## config.mk

```make
export PLATFORM = sky130hd
export DESIGN_NAME = ble_midi_packet_encoder
export DESIGN_NICKNAME = d
export VERILOG_FILES = /design/src/rtl/bme_pkg.sv /design/src/rtl/ble_midi_packet_encoder.sv /design/src/rtl/bme_ram.sv /design/src/rtl/bme_ctrl.sv /design/src/rtl/bme_dpath.sv
export VERILOG_INCLUDE_DIRS = /design/src /design/src/rtl
export SDC_FILE = /design/constraint.sdc
export NUM_CORES = 1
export LEC_CHECK = 0
export ABC_AREA = 1
export BUFFER_PORTS_ARGS = -buffer_cell sky130_fd_sc_hd__buf_2
export CAP_MARGIN = 30
export CORE_UTILIZATION = 52
export DETAILED_ROUTE_END_ITERATION = 16
export GPL_TIMING_DRIVEN = 0
export PLACE_DENSITY = 0.73
export SETUP_SLACK_MARGIN = 0.3
export SYNTH_ARGS = -nofsm -noshare
export SYNTH_HDL_FRONTEND = slang
export SYNTH_HIERARCHICAL = 1
export SYNTH_SLANG_ARGS = --single-unit
export TNS_END_PERCENT = 100
```

## constraint.sdc

```tcl
create_clock -name clk -period 4.6 [get_ports clk]
set_input_delay 0.92 -clock clk [delete_from_list [all_inputs] [get_ports clk]]
set_output_delay 0.92 -clock clk [all_outputs]
set_load 0.005 [all_outputs]
```

## src/rtl/ble_midi_packet_encoder_defines.svh

```systemverilog
// ------------------------------------------------------------------------
// BLE-MIDI packet encoder: assertion macros
// Shared concurrent assertion forms, clocked and held off during reset.
// ------------------------------------------------------------------------
`ifndef BLE_MIDI_PACKET_ENCODER_DEFINES_SVH
`define BLE_MIDI_PACKET_ENCODER_DEFINES_SVH

// Same-cycle implication
`define BME_ASSERT_IMP(lbl, clk, rst_n, ante, cons) \
	lbl: assert property (@(posedge clk) disable iff (!(rst_n)) (ante) |-> (cons)) \
		else $error("bme assertion failed");

// Next-cycle implication
`define BME_ASSERT_NEXT(lbl, clk, rst_n, ante, cons) \
	lbl: assert property (@(posedge clk) disable iff (!(rst_n)) (ante) |=> (cons)) \
		else $error("bme assertion failed");

`endif

```

## src/rtl/bme_pkg.sv

```systemverilog
// ------------------------------------------------------------------------
// bme_pkg
// Types and constants shared by the BLE-MIDI packet encoder modules.
// ------------------------------------------------------------------------
package bme_pkg;

	// Opcodes of an input beat
	localparam logic OP_APPEND = 1'b0;
	localparam logic OP_FLUSH  = 1'b1;

	// Register indexes
	localparam logic REG_PAYLOAD_LIMIT = 1'b0;

	// Byte classes
	localparam logic [7:0] STATUS_MIN   = 8'h80;
	localparam logic [7:0] CHAN_MAX     = 8'hEF;
	localparam logic [7:0] REALTIME_MIN = 8'hF8;

	// Limit clamp and reset
	localparam int unsigned LIMIT_MIN   = 5;
	localparam int unsigned RESULT_CAP  = 64;
	localparam logic [6:0]  LIMIT_RESET = 7'd64;

	// Bytes one message can add: header, timestamp low, three MIDI bytes
	localparam int unsigned MSG_SLOTS = 5;

	typedef enum logic [2:0] {
		S_IDLE,
		S_CHECK,
		S_RD,
		S_WAIT,
		S_PLAN,
		S_WRITE
	} state_t;

	typedef struct packed {
		logic capture;
		logic rd_issue;
		logic out_load;
		logic rd_advance;
		logic fill_clear;
		logic plan;
		logic wr_step;
	} cmd_t;

	typedef struct packed {
		logic is_flush;
		logic fill_zero;
		logic no_fit;
		logic drain_last;
		logic out_free;
		logic wr_last;
	} sts_t;

endpackage

```

## src/rtl/ble_midi_packet_encoder.sv

```systemverilog
// ------------------------------------------------------------------------
// ble_midi_packet_encoder
// Packs timestamped MIDI messages into BLE-MIDI packets with running status.
//
//   channel   | handshake             | payload
//   ----------+-----------------------+----------------------------------
//   in        | in_valid / in_ready   | opcode, status_byte, data_first,
//             |                       | data_second, message_length, stamp_ms
//   out       | out_valid / out_ready | packet_byte, packet_end
//   config    | APB psel/penable      | payload_limit at address 0
//
// An append that fits goes through accept, check and plan, then one
// store write per byte (1 to 5 bytes).
// Draining reads each byte via the store's registered read port, then waits
// for a free output register; flushes and overflowing appends drain this way.
// Reset is asynchronous and active low; the store has no clearing pass.
// A stalled out beat holds draining but not a waiting input beat once the
// last byte sits in the output register.
// ------------------------------------------------------------------------
module ble_midi_packet_encoder #(
	parameter int unsigned PACKET_BYTES = 64
) (
	input  logic        clk,
	input  logic        arst_n,
	// Input beats
	input  logic        in_valid,
	output logic        in_ready,
	input  logic        opcode,
	input  logic [7:0]  status_byte,
	input  logic [6:0]  data_first,
	input  logic [6:0]  data_second,
	input  logic [1:0]  message_length,
	input  logic [12:0] stamp_ms,
	// Output beats
	output logic        out_valid,
	input  logic        out_ready,
	output logic [7:0]  packet_byte,
	output logic        packet_end,
	// Configuration
	input  logic        psel,
	input  logic        penable,
	input  logic        pwrite,
	input  logic [2:0]  paddr,
	input  logic [31:0] pwdata,
	output logic [31:0] prdata,
	output logic        pready
);

	import bme_pkg::*;

	cmd_t       cmd;
	sts_t       sts;
	logic [6:0] limit_q;
	logic       cfg_wr;

	// Configuration register
	assign pready = 1'b1;
	assign cfg_wr = psel && penable && pwrite && pready && (paddr[2] == REG_PAYLOAD_LIMIT);

	always_ff @(posedge clk or negedge arst_n) begin
		if (!arst_n) begin
			limit_q <= LIMIT_RESET;
		end else if (cfg_wr) begin
			limit_q <= pwdata[6:0];
		end
	end

	always_comb begin
		prdata = '0;
		if (paddr[2] == REG_PAYLOAD_LIMIT) begin
			prdata = {25'd0, limit_q};
		end
	end

	bme_ctrl u_ctrl (
		.clk      (clk),
		.arst_n   (arst_n),
		.in_valid (in_valid),
		.in_ready (in_ready),
		.sts      (sts),
		.cmd      (cmd)
	);

	bme_dpath #(
		.PACKET_BYTES (PACKET_BYTES)
	) u_dpath (
		.clk            (clk),
		.arst_n         (arst_n),
		.cmd            (cmd),
		.sts            (sts),
		.limit          (limit_q),
		.opcode         (opcode),
		.status_byte    (status_byte),
		.data_first     (data_first),
		.data_second    (data_second),
		.message_length (message_length),
		.stamp_ms       (stamp_ms),
		.out_valid      (out_valid),
		.out_ready      (out_ready),
		.packet_byte    (packet_byte),
		.packet_end     (packet_end)
	);

endmodule

```

## src/rtl/bme_ram.sv

```systemverilog
// ------------------------------------------------------------------------
// bme_ram
// Generic single-port-write, single-port-read RAM with registered read.
// ------------------------------------------------------------------------
module bme_ram #(
	parameter int unsigned WIDTH = 8,
	parameter int unsigned DEPTH = 64
) (
	input  logic                     clk,
	input  logic                     we,
	input  logic [$clog2(DEPTH)-1:0] waddr,
	input  logic [WIDTH-1:0]         wdata,
	input  logic                     re,
	input  logic [$clog2(DEPTH)-1:0] raddr,
	output logic [WIDTH-1:0]         rdata
);

	logic [WIDTH-1:0] mem [DEPTH];
	logic [WIDTH-1:0] rdata_q;

	// Write port
	always_ff @(posedge clk) begin
		if (we) begin
			mem[waddr] <= wdata;
		end
	end

	// Registered read, held while idle
	always_ff @(posedge clk) begin
		if (re) begin
			rdata_q <= mem[raddr];
		end
	end

	assign rdata = rdata_q;

endmodule

```

## src/rtl/bme_ctrl.sv

```systemverilog
// ------------------------------------------------------------------------
// bme_ctrl
// Sequencer: takes one beat, drains the pending packet when needed,
// then, for an append, writes the new message bytes into the packet store.
// ------------------------------------------------------------------------
module bme_ctrl (
	input  logic          clk,
	input  logic          arst_n,
	input  logic          in_valid,
	output logic          in_ready,
	input  bme_pkg::sts_t sts,
	output bme_pkg::cmd_t cmd
);

	import bme_pkg::*;

	state_t state_q, state_d;

	// State register
	always_ff @(posedge clk or negedge arst_n) begin
		if (!arst_n) begin
			state_q <= S_IDLE;
		end else begin
			state_q <= state_d;
		end
	end

	// Next state
	always_comb begin
		state_d = state_q;
		case (state_q)
			S_IDLE: begin
				if (in_valid) state_d = S_CHECK;
			end
			S_CHECK: begin
				if (sts.is_flush) begin
					state_d = sts.fill_zero ? S_IDLE : S_RD;
				end else if (!sts.fill_zero && sts.no_fit) begin
					state_d = S_RD;
				end else begin
					state_d = S_PLAN;
				end
			end
			S_RD: begin
				state_d = S_WAIT;
			end
			S_WAIT: begin
				if (sts.out_free) begin
					if (!sts.drain_last) begin
						state_d = S_RD;
					end else begin
						state_d = sts.is_flush ? S_IDLE : S_PLAN;
					end
				end
			end
			S_PLAN: begin
				state_d = S_WRITE;
			end
			S_WRITE: begin
				if (sts.wr_last) state_d = S_IDLE;
			end
			default: begin
				state_d = S_IDLE;
			end
		endcase
	end

	// Outputs
	always_comb begin
		cmd      = '0;
		in_ready = 1'b0;
		case (state_q)
			S_IDLE: begin
				in_ready    = 1'b1;
				cmd.capture = in_valid;
			end
			S_RD: begin
				cmd.rd_issue = 1'b1;
			end
			S_WAIT: begin
				if (sts.out_free) begin
					cmd.out_load   = 1'b1;
					cmd.fill_clear = sts.drain_last;
					cmd.rd_advance = !sts.drain_last;
				end
			end
			S_PLAN: begin
				cmd.plan = 1'b1;
			end
			S_WRITE: begin
				cmd.wr_step = 1'b1;
			end
			default: begin
				cmd = '0;
			end
		endcase
	end

endmodule

```

## src/rtl/bme_dpath.sv

```systemverilog
// ------------------------------------------------------------------------
// bme_dpath
// Datapath: beat registers, packet store, fill count, running status,
// message byte list and the output register.
// ------------------------------------------------------------------------
`include "ble_midi_packet_encoder_defines.svh"

module bme_dpath #(
	parameter int unsigned PACKET_BYTES = 64
) (
	input  logic          clk,
	input  logic          arst_n,
	input  bme_pkg::cmd_t cmd,
	output bme_pkg::sts_t sts,
	input  logic [6:0]    limit,
	input  logic          opcode,
	input  logic [7:0]    status_byte,
	input  logic [6:0]    data_first,
	input  logic [6:0]    data_second,
	input  logic [1:0]    message_length,
	input  logic [12:0]   stamp_ms,
	output logic          out_valid,
	input  logic          out_ready,
	output logic [7:0]    packet_byte,
	output logic          packet_end
);

	import bme_pkg::*;

	localparam int unsigned AW  = $clog2(PACKET_BYTES);
	localparam int unsigned FW  = $clog2(PACKET_BYTES + 1);
	localparam int unsigned LW  = FW + 2;
	localparam int unsigned TOP = (PACKET_BYTES < RESULT_CAP) ? PACKET_BYTES : RESULT_CAP;
	localparam int unsigned SW  = $clog2(MSG_SLOTS + 1);

	// Beat registers
	logic          op_q;
	logic [7:0]    st_q;
	logic [6:0]    d1_q;
	logic [6:0]    d2_q;
	logic [1:0]    len_q;
	logic [12:0]   ts_q;

	// Control state
	logic [FW-1:0] fill_q;
	logic [7:0]    rs_q;
	logic [AW-1:0] rd_q;
	logic [SW-1:0] wr_idx_q;
	logic [SW-1:0] wr_cnt_q;
	logic          out_valid_q;
	logic [7:0]    out_byte_q;
	logic          out_end_q;
	logic [7:0]    list_q [MSG_SLOTS];

	logic [7:0]    ram_rdata;
	logic [LW-1:0] lim_eff;
	logic [LW-1:0] need;
	logic          new_pkt;
	logic [7:0]    rs_eff;
	logic          match;
	logic [7:0]    m0, m1, m2;
	logic [1:0]    nb;
	logic [SW-1:0] cnt_d;
	logic [7:0]    rs_d;
	logic [7:0]    hdr, tsl;
	logic          wr_en;

	// Capture the beat; a zero length counts as one
	always_ff @(posedge clk) begin
		if (cmd.capture) begin
			op_q  <= opcode;
			st_q  <= status_byte;
			d1_q  <= data_first;
			d2_q  <= data_second;
			len_q <= (message_length == 2'd0) ? 2'd1 : message_length;
			ts_q  <= stamp_ms;
		end
	end

	// Clamp the limit to the legal packet size
	always_comb begin
		if (LW'(limit) < LW'(LIMIT_MIN)) begin
			lim_eff = LW'(LIMIT_MIN);
		end else if (LW'(limit) > LW'(TOP)) begin
			lim_eff = LW'(TOP);
		end else begin
			lim_eff = LW'(limit);
		end
	end

	assign need = LW'(len_q) + LW'(1) + LW'(fill_q);

	// Plan the bytes of this message
	assign new_pkt = (fill_q == '0);
	assign rs_eff  = new_pkt ? 8'h00 : rs_q;
	assign match   = (rs_eff != 8'h00) && (st_q == rs_eff);
	assign hdr     = {2'b10, ts_q[12:7]};
	assign tsl     = {1'b1, ts_q[6:0]};
	assign m0      = match ? {1'b0, d1_q} : st_q;
	assign m1      = match ? {1'b0, d2_q} : {1'b0, d1_q};
	assign m2      = {1'b0, d2_q};
	assign nb      = match ? (len_q - 2'd1) : len_q;
	assign cnt_d   = SW'(new_pkt) + SW'(1) + SW'(nb);

	// Update running status
	always_comb begin
		rs_d = rs_eff;
		if (!match && (st_q < REALTIME_MIN)) begin
			if (st_q inside {[STATUS_MIN:CHAN_MAX]}) begin
				rs_d = st_q;
			end else begin
				rs_d = 8'h00;
			end
		end
	end

	always_ff @(posedge clk) begin
		if (cmd.plan) begin
			if (new_pkt) begin
				list_q[0] <= hdr;
				list_q[1] <= tsl;
				list_q[2] <= m0;
				list_q[3] <= m1;
				list_q[4] <= m2;
			end else begin
				list_q[0] <= tsl;
				list_q[1] <= m0;
				list_q[2] <= m1;
				list_q[3] <= m2;
				list_q[4] <= m2;
			end
			wr_cnt_q <= cnt_d;
		end
	end

	assign wr_en = cmd.wr_step && (fill_q < FW'(PACKET_BYTES));

	// Fill count, running status, drain and write indexes
	always_ff @(posedge clk or negedge arst_n) begin
		if (!arst_n) begin
			fill_q   <= '0;
			rs_q     <= 8'h00;
			rd_q     <= '0;
			wr_idx_q <= '0;
		end else begin
			if (cmd.plan) begin
				rs_q     <= rs_d;
				wr_idx_q <= '0;
			end
			if (cmd.wr_step) begin
				wr_idx_q <= wr_idx_q + SW'(1);
			end
			if (wr_en) begin
				fill_q <= fill_q + FW'(1);
			end
			if (cmd.fill_clear) begin
				fill_q <= '0;
				rd_q   <= '0;
			end else if (cmd.rd_advance) begin
				rd_q <= rd_q + AW'(1);
			end
		end
	end

	bme_ram #(
		.WIDTH (8),
		.DEPTH (PACKET_BYTES)
	) u_store (
		.clk   (clk),
		.we    (wr_en),
		.waddr (fill_q[AW-1:0]),
		.wdata (list_q[wr_idx_q]),
		.re    (cmd.rd_issue),
		.raddr (rd_q),
		.rdata (ram_rdata)
	);

	// Output register: load a drained byte, drop it once taken
	always_ff @(posedge clk or negedge arst_n) begin
		if (!arst_n) begin
			out_valid_q <= 1'b0;
		end else if (cmd.out_load) begin
			out_valid_q <= 1'b1;
		end else if (out_ready) begin
			out_valid_q <= 1'b0;
		end
	end

	always_ff @(posedge clk) begin
		if (cmd.out_load) begin
			out_byte_q <= ram_rdata;
			out_end_q  <= sts.drain_last;
		end
	end

	assign out_valid   = out_valid_q;
	assign packet_byte = out_byte_q;
	assign packet_end  = out_end_q;

	// Status to the sequencer
	always_comb begin
		sts            = '0;
		sts.is_flush   = (op_q == OP_FLUSH);
		sts.fill_zero  = new_pkt;
		sts.no_fit     = (need > lim_eff);
		sts.drain_last = ((FW'(rd_q) + FW'(1)) == fill_q);
		sts.out_free   = !out_valid_q || out_ready;
		sts.wr_last    = (wr_idx_q + SW'(1) == wr_cnt_q);
	end

	`BME_ASSERT_IMP(a_fill_cap, clk, arst_n, 1'b1, fill_q <= FW'(TOP))
	`BME_ASSERT_NEXT(a_fill_clear, clk, arst_n, cmd.fill_clear, fill_q == '0)
	`BME_ASSERT_IMP(a_load_free, clk, arst_n, cmd.out_load, sts.out_free)

endmodule
```

==> results.yml, run 1 <==
timing:
  period_minus_slack_ns: 3.962
  hold_violations: 0
  fin_tns_setup_ns: 0
  drv_slew: 0
  fin_ws_ns: 0.6380
  max_freq_ghz: 0.2524
  finalCritPeriodShare_pct: 86.13
  setup-violations-final: 0
  rsz0062_at_grt: "false"
  slew_headroom_pct: 30.24
  final.setup_skew_ns: 0.01322
  tightest_slew_ns: 1.043
synthesis:
  yosysSeqAreaShare_pct: 68.08
  synth.largest_area_cell: "edfxtp_1"
  synth.area.top_cells: "edfxtp_1 (65%), nand2_1 (11%), nand3_1 (8.9%), dfrtp_1 (3.0%), nor2_1 (1.8%)"
  synth_top_area_share_pct: 64.96
  yosysUniqueCellTypes: 44
  synth_warnings: 6
  synth_cells: 2538
  synth_flop_cell: "edfxtp_1"
  synth_area_sq_um: 28060
  avgSynthCellArea_sq_um: 11.06
  synthArstFlopShare_pct: 5.452
  synth_edf_count: 607
  synth.ff_latch_count: 642
floorplanning:
  ioPinCount: 124
  die-area_sq_um: 54900
  start_util_pct: 52.97
  rows: 84
  core_area_sq_um: 52970
  die_w_um: 234.3
  die_h_um: 234.3
critical_path:
  cp_max_fo: 9
  r2r-start: "u_ctrl/state_q[1]$_DFFE_PN0P_"
  critPathCapture: "u_dpath/u_store/mem[31][5]$_DFFE_PP_"
  worstRegToRegCells: 8
  cp.required_ns: 4.82
  critical_path_class: "flop to flop"
  crit_path_start: "u_ctrl/state_q[1]$_DFFE_PN0P_"
  critPathLaunchType: "flop"
  rrSetupSlack_ns: 0.64
  cp.arrival_ns: 4.18
  r2r_end: "u_dpath/u_store/mem[31][5]$_DFFE_PP_"
  end_kind: "flop"
routing:
  route.detailed.wl_per_inst_um: 21.94
  wirelength_um: 76070
  drt_iter0_markers: 2520
  drc_errors: 0
  num_vias: 20107
  viasPerCell: 5.798
  ant_nets: 0
  dr.pass1.iters: 5
layout:
  area_delta_synth_final_pct: 14.45
  final_nets: 2825
  layout-drive-gt1-share_pct: 13.96
  utilization_pct: 60.63
  diodes: 0
  layout_commonest_cell: "nand2_1"
  layout_common_cells: "nand2_1 (789), edfxtp_1 (607), nand3_1 (501)"
  finalInstanceArea_sq_um: 32110
cts:
  clkSlewWorstSetupHoldPaths_ns: 0.06
  cts-root-buf: "clkbuf_16"
  numClockSinks: 642
  post_cts_buffers: 0
  ctsHoldBuffers: 0
  tritoncts: "done"
  cts_resized: 0
  cts_buffers: 68
  cts_max_path_buffers: 3
  insertion_delay_ns: 0.61
  htree_levels: 3
global_routing:
  grt_pass1_vias: 19507
  grt_overflow_total: 0
  grt_max_degree: 39
  grt_busiest_layer: "met2"
  antenna_found_initial: 0
  use_met3_pct: 5.885
  use_met2_pct: 45.60
  grt_use_met1_pct: 36.79
  grt_pass1_wl_um: 114200
  grt_usage_pct: 28.19
flow_run:
  drv_cap: 0
worst_hold_path:
  min_path_type: "input port to async pin"
placed_design:
  place_area_sq_um: 29900
  io_buffers: 69
  place_ws_ns: 0.8192
  globalplace.congestion: 0.9807
  dp_hpwl_um: 53320
status:
  status: "completed"
power_and_ir_drop:
  irDropWorstVdd_mv: 0.3902
  power.leakage_nw: 12.35
  power_density_nw_per_um2: 661.6
-- metrics by stage --
step / hold WS (ns) / std cells / power (mW)
floorplan: 0.4003 / 2562 / 12.73
global placement: 0.4095 / 3319 / 15.08
detailed placement: 0.4116 / 3338 / 15.89
CTS: 0.4234 / 3459 / 21.09
global route: 0.4354 / 3468 / 22.11
finish: 0.4226 / 3468 / 21.25
-- routing by layer --
metal	share of wire [%]	vias up	routed length, um
li1	-	9124	-
met1	39	9613	29300
met2	47	1164	35800
met3	10	206	7599
met4	4.4	0	3374
met5	0	-	0
-- final cells by class --
type | instances | area (sq um)
fill | 4155 | 20860
multi-input combinational | 1645 | 7630
timing repair buffer | 97 | 819.5
sequential | 642 | 19100
clock inverter | 40 | 282.8
buffer | 165 | 1175
clock buffer | 81 | 1824
inverter | 110 | 417.9
tap | 688 | 860.8
-- sequential cells by signal (all words and copies together) (netlist names), 6 cells and up --
name                   count
u_dpath/u_store/mem      512
u_dpath/list_q            37
u_dpath/ts_q              13
u_dpath/packet_byte        8
u_dpath/rs_q               8
u_dpath/st_q               8
u_dpath/u_store/rdata      8
limit_q                    7
u_dpath/d1_q               7
u_dpath/d2_q               7
u_dpath/fill_q             7
u_dpath/rd_q               6
-- cells in the mapped netlist (all sizes together) (7+ instances only) --
| library cell | instances |
|---|---|
| a21oi | 12 |
| a31oi | 7 |
| buf | 138 |
| clkbuf | 27 |
| dfrtp | 34 |
| edfxtp | 607 |
| ha | 15 |
| inv | 108 |
| nand2 | 812 |
| nand3 | 506 |
| nand4 | 26 |
| nor2 | 143 |
| nor4 | 10 |
| o21ai | 51 |
| xor2 | 7 |
-- how the worst min path moves through the flow --
stage	to	cells past startpoint	slack [ns]	start
after floorplan	u_dpath/packet_byte[0]$_DFFE_PP_	0	0.40	u_dpath/u_store/rdata[0]$_DFFE_PP_
after global placement	u_dpath/packet_byte[0]$_DFFE_PP_	0	0.41	u_dpath/u_store/rdata[0]$_DFFE_PP_
after detailed placement	u_dpath/packet_byte[3]$_DFFE_PP_	0	0.41	u_dpath/u_store/rdata[3]$_DFFE_PP_
after CTS	u_dpath/packet_byte[3]$_DFFE_PP_	0	0.42	u_dpath/u_store/rdata[3]$_DFFE_PP_
after global routing	u_dpath/packet_byte[3]$_DFFE_PP_	0	0.44	u_dpath/u_store/rdata[3]$_DFFE_PP_
final	limit_q[0]$_DFFE_PN0P_	1	0.42	arst_n
-- critical path: stages, from the launching register on --
cell	delay, ns
dfrtp_1	0.39
inv_1	0.12
nand2_1	0.13
nor2_1	0.23
inv_1	0.15
nor2_1	0.26
clkbuf_1	0.43
nand4_1	0.77
nor2_1	1.09
-- power breakdown --
part | switching, mW | internal (mW) | leakage, nW
sequential | 0.203 | 7.85 | 5.90
combinational | 5.59 | 2.40 | 5.41
clock | 2.21 | 3.00 | 1.03
-- cell families after synthesis --
| kind of cell | after synthesis | share of synthesized area, % |
|---|---|---|
| simple gates | 1506 | 23.44 |
| flops | 642 | 68.08 |
| buf+inv | 275 | 5.672 |
| compound gates | 85 | 1.663 |
| fa+ha+maj | 16 | 0.7402 |
| xor+xnor | 12 | 0.3745 |
| other cells | 2 | 0.02676 |
Power figures use the tool's default switching activity.
==> run 2: changes to the inputs <==
Settings changed: CELL_PAD_IN_SITES_DETAIL_PLACEMENT set to 2, CELL_PAD_IN_SITES_GLOBAL_PLACEMENT set to 2, CORE_UTILIZATION 52 to 42, PLACE_DENSITY 0.73 to 0.83, SYNTH_HIERARCHICAL 1 to not set.
==> run 2 against run 1 <==
Compared with the run above: clock power is 9.2% higher; final area fell by 1.9%; fmax is 2.7% lower; die area up 19%; utilization shrank 11 points; hold slack got worse by 0.15 ns; global-route usage is 4.2 points higher; first-iteration DRC count fell by 14%; cell count is 2.7% lower; synthesized cell count decreased by 10%; wire length rose by 40%; largest power group is now combinational logic; highest routed layer unchanged.
==> results.yml, run 2 <==
status:
  status: "completed"
routing:
  dr.max_layer_used: "met4"
  wirelength_um: 106400
  wirelength_met1_um: 38810
  drc_errors: 0
  dr_wl_met3_um: 8259
  ant_nets: 0
  viasPerCell: 6.038
  dr.pass1.iters: 5
  route.detailed.wl_per_inst_um: 31.54
  wl_met2_um: 52980
  num_vias: 20366
  drt_iter0_markers: 2159
timing:
  timing.hold.ws_ns: 0.2725
  setup-violations-final: 0
  final.setup_skew_ns: 0.04096
  slew_headroom_pct: 22.94
  drv_slew: 0
  max_freq_ghz: 0.2455
  finalCritPeriodShare_pct: 88.56
  hold_violations: 0
  tightest_slew_ns: 1.152
  rsz0062_at_grt: "false"
  fin_tns_setup_ns: 0
  fin_ws_ns: 0.5264
  period_minus_slack_ns: 4.074
cts:
  tritoncts: "done"
  post_cts_buffers: 0
  cts_resized: 0
  insertion_delay_ns: 0.63
  cts_buffers: 71
  cts_max_path_buffers: 3
  numClockSinks: 642
  clkSlewWorstSetupHoldPaths_ns: 0.07
  ctsHoldBuffers: 0
  htree_levels: 3
  cts-root-buf: "clkbuf_16"
synthesis:
  synth_top_area_share_pct: 67.20
  yosysMostFrequentCell: "edfxtp_1"
  synth_warnings: 0
  synth_flop_cell: "edfxtp_1"
  synth_edf_count: 607
  yosysUniqueCellTypes: 46
  synthArstFlopShare_pct: 5.452
  avgSynthCellArea_sq_um: 11.91
  synth.ff_latch_count: 642
  ys_top_cells_by_count: "edfxtp_1 (607), nand2_1 (442), nor2_1 (296)"
  synth.area.top_cells: "edfxtp_1 (67%), nand2_1 (6.1%), nor2_1 (4.1%), o21ai_0 (3.7%), dfrtp_1 (3.1%)"
  synth.largest_area_cell: "edfxtp_1"
  yosysSeqAreaShare_pct: 70.44
  synth_area_sq_um: 27120
  synth_cells: 2278
power_and_ir_drop:
  p_seq_share_pct: 35.1
  power.leakage_nw: 11.58
  comb_power_share_pct: 40.4
  clkPwrFrac_pct: 24.5
  switchingPower_mw: 9.801
  irDropWorstVdd_mv: 0.3488
  p_int_mw: 13.44
  power_density_nw_per_um2: 737.8
  sw_frac_of_total_pct: 42.17
  total_power_mw: 23.24
floorplanning:
  die_h_um: 256.1
  start_util_pct: 42.76
  die_w_um: 256.1
  ioPinCount: 124
  core_area_sq_um: 63430
  die-area_sq_um: 65600
  rows: 92
layout:
  final_nets: 2571
  final_cells: 3373
  largest_reg_flops: 512
  regMostFlops: "u_dpath.u_store.mem"
  layout-drive-gt1-share_pct: 11.20
  finalInstanceArea_sq_um: 31500
  utilization_pct: 49.67
  layout_commonest_cell: "edfxtp_1"
  area_delta_synth_final_pct: 16.15
  layout_common_cells: "edfxtp_1 (607), nand2_1 (442), nor2_1 (293)"
  largest_registers: "u_dpath.u_store.mem: 512 flops, u_dpath.list_q: 37 flops, u_dpath.ts_q: 13 flops"
global_routing:
  grt_overflow_total: 0
  grt_max_degree: 38
  grt_pass1_wl_um: 154300
  grt_usage_pct: 32.36
  grt_pass1_vias: 22389
  antenna_found_initial: 2
critical_path:
  critical_path_class: "flop to flop"
  critPathLaunchType: "flop"
  end_kind: "flop"
  cp_cell_sequence: "buf_2 > clkinv_1 > clkbuf_1 > clkbuf_1 > o21ai_0 > o22ai_1 > nand2_1 > o211ai_1 > nand3_1 > o31ai_1 > nand2_1 > nand2_1"
  critPathSlowestCell: "clkbuf_1"
  cp.required_ns: 5.03
  cp_max_fo: 10
  cp_common_cell: "nand2_1"
  slowest_delay_ns: 0.68
  worstRegToRegCells: 12
  cp.arrival_ns: 4.51
flow_run:
  drv_cap: 0
placed_design:
  dp_hpwl_um: 71950
  io_buffers: 69
  place_ws_ns: 0.9044
  dp_cells: 3238
  place_area_sq_um: 29180
  globalplace.congestion: 0.9593
worst_hold_path:
  min_path_type: "input port to async pin"
-- run 2: changes by cell type in the layout (fill, tap and decap cells not counted), sizes merged, moves of 18 or more --
cell and delta:
inv -18, clkbuf +80, nor2 +162, o211ai +37, o22ai +62, buf -83, o21ai +156, nand4 -19
nand3 -443, mux2i +64, nand2 -360, a21oi +106
-- run 2: cells by family after synthesis --
group           share of synthesized area [%]
simple gates                            12.46
flops                                   70.44
compound gates                          9.457
buf+inv                                 3.852
mux                                     2.362
fa+ha+maj                              0.8857
xor+xnor                               0.5167
other cells                           0.02769
-- run 2: final cells by class --
cell class / instances / area, sq um
plain buffers: 142 / 683.2
flip-flops and latches: 642 / 19100
well taps: 846 / 1059
fillers: 6199 / 31920
multi-input cells: 1422 / 7191
diodes: 1 / 2.502
clock inverters: 26 / 230.2
clock buffers: 100 / 2011
repair buffers: 98 / 859.6
inverters: 96 / 362.8
-- run 2: per-layer routing --
metal	vias up	GRT usage [%]
li1	8434	-
met1	10561	38.17
met2	1044	55.83
met3	327	6.655
met4	0	16.47
met5	-	0
-- run 2: power groups by stage --
stage	logic (mW)	clock network (mW)	registers (mW)
after global placement	7.26	0	8.40
after global routing	9.74	5.90	8.18
after CTS	9.15	5.74	8.15
after detailed placement	8.84	0	8.27
after floorplan	4.39	0	8.29
final	9.40	5.69	8.16
-- run 2: worst paths after layout --
kind | startpoint | to | slack, ns
setup / recovery | u_dpath.rd_q[0]$_DFFE_PN0P_ | u_dpath.u_store.rdata[6]$_DFFE_PP_ | 0.53
hold / removal | arst_n | u_dpath.rd_q[0]$_DFFE_PN0P_ | 0.27
setup reg to reg | u_dpath.rd_q[0]$_DFFE_PN0P_ | u_dpath.u_store.rdata[6]$_DFFE_PP_ | 0.53
hold reg to reg | u_dpath.u_store.rdata[4]$_DFFE_PP_ | u_dpath.packet_byte[4]$_DFFE_PP_ | 0.43
max in group asynchronous | arst_n | limit_q[6]$_DFFE_PN1P_ | 4.07
min in group clk | u_dpath.u_store.rdata[4]$_DFFE_PP_ | u_dpath.packet_byte[4]$_DFFE_PP_ | 0.43
-- run 2: critical path, delay by kind of cell (launching register included) --
family                 cells  cell delay (ns)
AOI/OAI and AO/OA          4             0.94
buffers and inverters      4             1.77
DFF                        1             0.41
and+or+nand+nor            4             0.73
==> run 3: changes to the inputs <==
Settings changed: REMOVE_ABC_BUFFERS set to 1.
==> run 3 against run 2 <==
Compared with the run above: clock skew shrank 0.012 ns; cell count decreased by 4.0%; sequential share of layout area rose by 0.75 points; setup slack got worse by 0.20 ns; hold slack got worse by 0.19 ns; wire length decreased by 8.2%; sequential power rose by 3.7%; largest power group unchanged; highest routed layer unchanged.
==> results.yml, run 3 (same netlist as run 2, synthesis figures left out) <==
status:
  status: "completed"
placed_design:
  globalplace.congestion: 0.8165
  dp_hpwl_um: 58130
  io_buffers: 70
  dp_cells: 3104
critical_path:
  end_kind: "flop"
  crit_buf_inv: 6
  critPathSlowestCell: "dfrtp_4"
  cp_common_cell: "buf_16"
  cp_max_fo: 125
  cp.arrival_ns: 4.77
  slowest_delay_ns: 0.62
  cp_cell_sequence: "buf_16 > buf_16 > clkinv_8 > buf_16 > nor2_1 > xor2_1 > xor2_1 > nor2_1 > nand3_1 > inv_1 > nand2_1 > nand3b_1 > inv_1"
  critPathLaunchType: "flop"
  cp.required_ns: 5.10
  critical_path_class: "flop to flop"
  crit_family: "buffers and inverters"
global_routing:
  grt_pass1_vias: 21203
  grt_overflow_total: 0
  grt_usage_pct: 29.63
  antenna_found_initial: 0
  grt_max_degree: 126
  grt_pass1_wl_um: 144000
cts:
  cts-root-buf: "clkbuf_16"
  htree_levels: 3
  ctsHoldBuffers: 0
  insertion_delay_ns: 0.63
  tritoncts: "done"
  clkSlewWorstSetupHoldPaths_ns: 0.07
  numClockSinks: 642
  cts_max_path_buffers: 3
  cts_buffers: 72
layout:
  largest_reg_flops: 512
  area_delta_synth_final_pct: 14.79
  layout_commonest_cell: "edfxtp_1"
  layout_common_cells: "edfxtp_1 (607), nand2_1 (441), nor2_1 (291)"
  regMostFlops: "u_dpath.u_store.mem"
  largest_registers: "u_dpath.u_store.mem: 512 flops, u_dpath.list_q: 37 flops, u_dpath.ts_q: 13 flops"
  layout-drive-gt1-share_pct: 10.66
  diodes: 0
  final_cells: 3237
  final_nets: 2438
floorplanning:
  die-area_sq_um: 65600
  start_util_pct: 42.76
  core_area_sq_um: 63430
  rows: 92
  die_h_um: 256.1
  die_w_um: 256.1
  ioPinCount: 124
timing:
  hold_violations: 0
  finalCritPeriodShare_pct: 92.88
  tightest_slew_ns: 1.086
  drv_slew: 0
  slew_headroom_pct: 27.35
  max_freq_ghz: 0.2341
  period_minus_slack_ns: 4.272
  setup-violations-final: 0
  timing.hold.ws_ns: 0.08372
  rsz0062_at_grt: "true"
  final.setup_skew_ns: 0.02942
routing:
  dr.pass1.iters: 5
  num_vias: 19383
  drc_errors: 0
  route.detailed.wl_per_inst_um: 30.18
  wirelength_um: 97700
  drt_iter0_markers: 1722
  viasPerCell: 5.988
  ant_nets: 0
flow_run:
  drv_cap: 0
power_and_ir_drop:
  power_density_nw_per_um2: 731.2
  irDropWorstVdd_mv: 0.3340
  power.leakage_nw: 11.37
worst_hold_path:
  min_path_type: "input port to async pin"
run 3: stage by stage:
stage / setup WS [ns] / power (mW) / TNS, ns / cell area, sq um / utilization, %
2_1_floorplan: -6.709 / 12.69 / -173.64 / 26530 / -
3_3_place_gp: -13.82 / 14.64 / -1494.30 / 27940 / 44.05
3_5_place_dp: 0.002432 / 16.48 / 0 / 28750 / 45.32
4_1_cts: 0.3881 / 22.64 / 0 / 31040 / 48.94
5_1_grt: 0.2969 / 23.45 / 0 / 31130 / 49.09
6_report: 0.3277 / 22.77 / 0 / 31130 / 49.09
run 3: cell type report:
cell class	instances	area, sq um
inverter	96	377.9
clock inverter	32	349.1
timing repair buffer	105	1095
tap	846	1059
sequential	642	19110
multi-input combinational	1423	7219
clock buffer	93	1921
fill	6132	32290
run 3: routing by layer:
metal / global-route usage, % / part of all wire [%]
met1: 36.50 / 39
met2: 52.15 / 52
met5: 0 / 0
met3: 3.852 / 5.2
met4: 12.64 / 4.5
run 3: final timing paths:
path,startpoint,to,slack (ns),cells after the start
max in group asynchronous,arst_n,limit_q[6]$_DFFE_PN1P_,4.05,2
max,u_dpath.rd_q[0]$_DFFE_PN0P_,u_dpath.fill_q[5]$_DFFE_PN0P_,0.33,13
min,arst_n,u_ctrl.state_q[2]$_DFFE_PN0P_,0.08,1
max reg2reg,u_dpath.rd_q[0]$_DFFE_PN0P_,u_dpath.fill_q[5]$_DFFE_PN0P_,0.33,13
min in group clk,u_dpath.u_store.rdata[3]$_DFFE_PP_,u_dpath.packet_byte[3]$_DFFE_PP_,0.43,0
min reg2reg,u_dpath.u_store.rdata[3]$_DFFE_PP_,u_dpath.packet_byte[3]$_DFFE_PP_,0.43,0
run 3: timing repair:
| action | in CTS | in global routing |
|---|---|---|
| pin swaps | 0 | 1 |
| endpoints found under the setup margin | 21 | 10 |
| hold endpoints to repair | 0 | 0 |
| setup buffers | 1 | 1 |
| gates cloned | 0 | 1 |
| resized for setup | 1 | 0 |
run 3: power breakdown:
group | internal, mW | leakage [nW] | total (mW) | switching [mW]
combinational | 2.34 | 4.38 | 8.47 | 6.13
sequential | 7.89 | 5.89 | 8.46 | 0.569
clock | 3.30 | 1.11 | 5.84 | 2.54
